[config.mk]
export PLATFORM = sky130hd
export DESIGN_NAME = tva_ctrl
export DESIGN_NICKNAME = d
export VERILOG_FILES = /design/src/hdl/tva_pkg.sv /design/src/hdl/tva_ctrl.sv
export SDC_FILE = /design/constraint.sdc
export NUM_CORES = 1
export LEC_CHECK = 0
export BUFFER_PORTS_ARGS = -buffer_cell sky130_fd_sc_hd__buf_4
export CAP_MARGIN = 10
export CORE_AREA = 2 2 39 41
export CTS_CLUSTER_DIAMETER = 80
export DETAILED_ROUTE_END_ITERATION = 7
export DIE_AREA = 0 0 41 43
export GPL_TIMING_DRIVEN = 0
export PLACE_DENSITY_LB_ADDON = 0.3
export SLEW_MARGIN = 10
export SYNTH_ARGS = -nofsm -noshare
export SYNTH_HDL_FRONTEND = slang
export SYNTH_SLANG_ARGS = --single-unit
export TNS_END_PERCENT = 20
[constraint.sdc]
create_clock -name clk_i -period 2.7 [get_ports clk_i]
set_clock_uncertainty 0.1 [all_clocks]
set_input_delay 0.81 -clock clk_i [delete_from_list [all_inputs] [get_ports clk_i]]
set_output_delay 0.81 -clock clk_i [all_outputs]
set_load 0.01 [all_outputs]
[src/hdl/tva_pkg.sv]
// Shared package of the transformed-vertex bounding box block.
// Widths, register indexes and reset values, component codes, control structs.
package tva_pkg;

  // Default sizes
  localparam int COORD_BITS_DEF = 16;
  localparam int BOX_BITS_DEF   = 24;

  // Configuration port
  localparam int CFG_W     = 48;
  localparam int CFG_IDX_W = 3;
  localparam int COMP_W    = 16;

  localparam logic [CFG_IDX_W-1:0] CFG_AXIS_X   = 3'd0;
  localparam logic [CFG_IDX_W-1:0] CFG_AXIS_Y   = 3'd1;
  localparam logic [CFG_IDX_W-1:0] CFG_AXIS_Z   = 3'd2;
  localparam logic [CFG_IDX_W-1:0] CFG_SCALE    = 3'd3;
  localparam logic [CFG_IDX_W-1:0] CFG_POSITION = 3'd4;

  localparam logic [CFG_W-1:0] AXIS_X_RST   = 48'h0000_0000_4000;
  localparam logic [CFG_W-1:0] AXIS_Y_RST   = 48'h0000_4000_0000;
  localparam logic [CFG_W-1:0] AXIS_Z_RST   = 48'h4000_0000_0000;
  localparam logic [CFG_W-1:0] SCALE_RST    = 48'h0100_0100_0100;
  localparam logic [CFG_W-1:0] POSITION_RST = 48'h0000_0000_0000;

  // Component codes
  localparam logic [1:0] COMP_X = 2'd0;
  localparam logic [1:0] COMP_Y = 2'd1;
  localparam logic [1:0] COMP_Z = 2'd2;

  // Controller to datapath
  typedef struct packed {
    logic       load_vtx;
    logic       scale;
    logic       mul;
    logic       acc;
    logic [1:0] comp;
    logic       emit;
  } tva_cmd_t;

  // Datapath to controller
  typedef struct packed {
    logic last;
    logic out_busy;
  } tva_sts_t;

  // Pick one signed 16-bit component out of a packed x,y,z register
  function automatic logic signed [COMP_W-1:0] sel_comp(input logic [CFG_W-1:0] v,
                                                        input logic [1:0] c);
    logic signed [COMP_W-1:0] r;
    case (c)
      COMP_X:  r = v[15:0];
      COMP_Y:  r = v[31:16];
      COMP_Z:  r = v[47:32];
      default: r = '0;
    endcase
    return r;
  endfunction

endpackage

[src/hdl/tva_ctrl.sv]
// Sequencer of the bounding box block: steps one vertex through scale,
// per-component rotate and accumulate, then box emission after a last vertex. Uses tva_pkg.
module tva_ctrl (
  input  logic              clk_i,
  input  logic              rst_ni,
  input  logic              in_valid_i,
  output logic              in_ready_o,
  input  tva_pkg::tva_sts_t sts_i,
  output tva_pkg::tva_cmd_t cmd_o
);
  import tva_pkg::*;

  localparam logic [2:0] ST_IDLE  = 3'd0;
  localparam logic [2:0] ST_SCALE = 3'd1;
  localparam logic [2:0] ST_MUL   = 3'd2;
  localparam logic [2:0] ST_ACC   = 3'd3;
  localparam logic [2:0] ST_OUT   = 3'd4;

  logic [2:0] state_q, state_d;
  logic [1:0] comp_q, comp_d;

  // Next state and commands
  always_comb begin
    state_d    = state_q;
    comp_d     = comp_q;
    cmd_o      = '0;
    cmd_o.comp = comp_q;
    in_ready_o = 1'b0;
    unique case (state_q)
      ST_IDLE: begin
        in_ready_o = 1'b1;
        if (in_valid_i) begin
          cmd_o.load_vtx = 1'b1;
          state_d        = ST_SCALE;
        end
      end
      ST_SCALE: begin
        cmd_o.scale = 1'b1;
        comp_d      = COMP_X;
        state_d     = ST_MUL;
      end
      ST_MUL: begin
        cmd_o.mul = 1'b1;
        state_d   = ST_ACC;
      end
      ST_ACC: begin
        cmd_o.acc = 1'b1;
        if (comp_q == COMP_Z) begin
          state_d = sts_i.last ? ST_OUT : ST_IDLE;
        end else begin
          comp_d  = comp_q + 2'd1;
          state_d = ST_MUL;
        end
      end
      ST_OUT: begin
        // hold until the output register is free
        if (!sts_i.out_busy) begin
          cmd_o.emit = 1'b1;
          state_d    = ST_IDLE;
        end
      end
      default: state_d = ST_IDLE;
    endcase
  end

  always_ff @(posedge clk_i or negedge rst_ni) begin
    if (!rst_ni) begin
      state_q <= ST_IDLE;
      comp_q  <= COMP_X;
    end else begin
      state_q <= state_d;
      comp_q  <= comp_d;
    end
  end

endmodule

## Yosys cells after proc, flatten, opt, wreduce, memory -nomap -nowiden

Index checks and enable logic that the tools add are counted.

- Bits in registers: 5
- Output and inout port bits: 8
- Word-level logic and storage cells: 30

- $add $sub $neg: 1
- Equality and inequality tests: 8
- Multiplexer cells: 15
- Reductions and logical operators: 4

Operator list:

| operator | number |
|---|---|
| $pmux 3 s5 | 1 |
| $mux 3 | 4 |
| $mux 1 | 8 |
| $eq 3x2->1 const B | 2 |
| $ne 2x2->1 const B | 3 |
| $pmux 2 s2 | 1 |
| $reduce_and 2->1 | 2 |
| $eq 3x1->1 const B | 1 |
| $eq 3x3->1 const B | 1 |
| $logic_not 3->1 | 1 |
| $add 2x1->2 const B | 1 |
| $eq 2x2->1 const B | 1 |
| $mux 2 | 1 |
| $reduce_bool 2->1 | 1 |

## Longest topological paths before layout

- Depth in word-level cells: 3
- Depth in mapped cells: 5
- Gate-level depth less buffers: 5

## Worst setup path after synthesis

No wires, ideal clock.

- Path kind: register -> output
- From: register state_q[0]
- To: output cmd_o[6] (netlist name)
- Data arrival time: 1,023 ps
- Slack: 767 ps
- Stages on the path, launching flop included: 3
- Path buffers: 0
- Cells stage by stage: dfrtp_1 nor3_1 and2_1

RTL lines:

| what | RTL line | RTL |
|---|---|---|
| start: declaration | tva_ctrl.sv:19 | `logic [2:0] state_q, state_d;` |
| start signal: assignment | tva_ctrl.sv:71 | `state_q <= state_d;` |
| end: declaration | tva_ctrl.sv:9 | `output tva_pkg::tva_cmd_t cmd_o` |

==> impl_results.md <==
* Met1 Use GR at 0.0990
* Die Y-Extent at about 43 µm
* Cts bufs inserted at 3
* H-tree depth at 1
* PortBufs at 12
* Global-route met2 utilization at 0.0813
* CP endpoint kind: primary output
* Die Area at ~0.0018 mm²
* Minimum clock period at 2.10 ns
* Fmax at ~480 MHz
* FF+latch count, synth at 5
* Hold Path Class: input pin to asynchronous set/reset pin
* Largest net degree at the start of global routing at 8
* Row count at 14
* Drt drc at 0
* Worst setup path category: flop to primary output
* Startpoint types: flop
* Max-Cap Viols at 0
* Hold buffers post-CTS at 0
* Status: finished clean
* Worst EP arrival at approximately 1.2 ns
* Post-Syn Nets at 35
* Area of the core at 0.00138 mm²
* Layout area overhead at 53.2%
* # diodes at 0
* Vias/cell at 3.97
* Synth warn at 0
* Layout Nets at between 50 and 60
* Fin crit share at 0.778
* Wirelength per Cell at ~9.0 µm
* Worst slew pin tran at ~0.25 ns
* Final WS setup at between 0.5 and 0.6 ns
* Dpl cell area at 367 µm²
* Number of global-route vias before repair at between 150 and 200
* DP Wirelength at 444 µm
* Setup Viol. Count Final at 0
* GPL Wtd Cong at about 0.66
* Worst path required time at between 1.5 and 2 ns
* First-pass GRT wire length at just under 800 µm
* Final hold vios at 0
* GRT overflow at 0
* CTS Root Cell: clkbuf_4
* Syn_area_per_cell at 8.84 µm²
* First-pass DRT Iterations at 2
* Initial antenna violation count at 0
* Synth Cell Area at between 200 and 300 µm²
* Design area at ~400 µm²
* Post-synthesis cell type count at 13
* Die width at between 40 and 50 µm
* I/O pin count at 13
* DP Worst Slack at 0.609 ns
* Largest vdd supply drop at approximately 0.25 mV
* TNS Setup at 0 ns
* Leakage at roughly 0.19 nW
* Post-route ant nets at 0
* Clock latency on the worst-skew pair at between 0.2 and 0.25 ns
* GRT Resource Usage Total at 0.0749
* Worst-path clk slew at approximately 0.040 ns
* # clock sinks at 5
* PD cells at roughly 1100 mW/mm²
* R2r startpoint: comp_q[0]
* Design Power at 428 µW
* Met3 global-route usage at 0.0157
* Layer with the highest usage: met4
* Total number of vias at between 200 and 250
* Fillers at 143
* Crit path max fanout at 6
* Worst slew margin at 0.829
* Max-slew violation count at 0
* Share of layout cells above drive strength 1 at 0.356
* Critical Path Start: state_q[0]
* RSZ-0062 raised after global routing: no
* Post-CTS setup buffer count at 0
* Post-CTS Resized at 0
* Clk buf depth at 2
* Seq/Total Area, Yosys at 0.488
* Mapped Cells at 29
* Final core utilization at 0.284
* Total wire length at ~550 µm
* Initial DRC count at 4
* Starting Density at 0.185
* TritonCTS clock tree: built
==> where the power goes <==
group          total (mW)  switching, mW  internal [mW]
sequential          0.144         0.0390          0.105
clock              0.0822         0.0266         0.0556
combinational       0.202         0.0981          0.104
total               0.428          0.164          0.265
==> worst max-delay path, stage by stage (launching register included) <==
cell     delay [ns]
dfrtp_1        0.45
nor3_1         0.25
and2_1         0.15
buf_4          0.11
==> cell type report <==
class,instances,area [µm²],share of cell area
well taps,16,20.0,0.0510
clock buffers,4,26.3,0.0669
inverters,2,7.51,0.0191
multi-input cells,22,124,0.315
flip-flops and latches,5,125,0.318
repair buffers,12,90.1,0.229
==> per-stage QoR <==
step                instances  hold WS (ns)
floorplan                  29         0.406
global placement           57         0.404
detailed placement         57         0.399
CTS                        61         0.257
global route               61         0.257
finish                     61         0.266
==> cell usage after synthesis <==
cell | count | area (µm²)
dfrtp_1 | 5 | 125
nor2_1 | 5 | 18.8
nor3_1 | 3 | 15.0
o21ai_0 | 3 | 15.0
and2_1 | 2 | 12.5
inv_1 | 2 | 7.51
nand2_1 | 2 | 7.51
o21ai_1 | 2 | 10.0
a211oi_1 | 1 | 7.51
ha_1 | 1 | 12.5
nand2b_4 | 1 | 13.8
nand3_1 | 1 | 5.00
or3_1 | 1 | 6.26
==> registers in the layout, indices dropped and copies added, names as in the netlist <==
name and count:
comp_q 2, state_q 3
==> final timing paths <==
path,end,slack [ns],cells after the start
min in group clk_i,comp_q[0],0.40,1
hold reg to reg,comp_q[0],0.40,1
setup / recovery,cmd_o[6],0.60,3
setup reg to reg,comp_q[1],1.37,4
max in group asynchronous,state_q[1],2.13,1
hold / removal,state_q[0],0.27,1
==> cell families after synthesis <==
logic type / share of synthesized area
compound gates: 0.127
flops: 0.488
buf+inv: 0.0293
fa+ha+maj: 0.0488
simple gates: 0.307
==> cell usage in the layout, fill, tap and decap left out <==
cell type / count
buf_4: 12
nor2_1: 5
dfrtp_1: 5
nor3_1: 3
o21ai_0: 3
clkbuf_4: 3
inv_1: 2
and2_1: 2
nand2_1: 2
o21ai_1: 2
nand2b_4: 1
nand3_1: 1
or3_1: 1
a211oi_1: 1
ha_1: 1
clkbuf_1: 1
==> per-layer routing <==
| metal | wire length, µm | vias to the layer above |
|---|---|---|
| li1 | - | 130 |
| met1 | 236 | 106 |
| met2 | 279 | 4 |
| met3 | 23 | 2 |
| met4 | 6 | 0 |
| met5 | 0 | - |
Power figures use the tool's default switching activity.
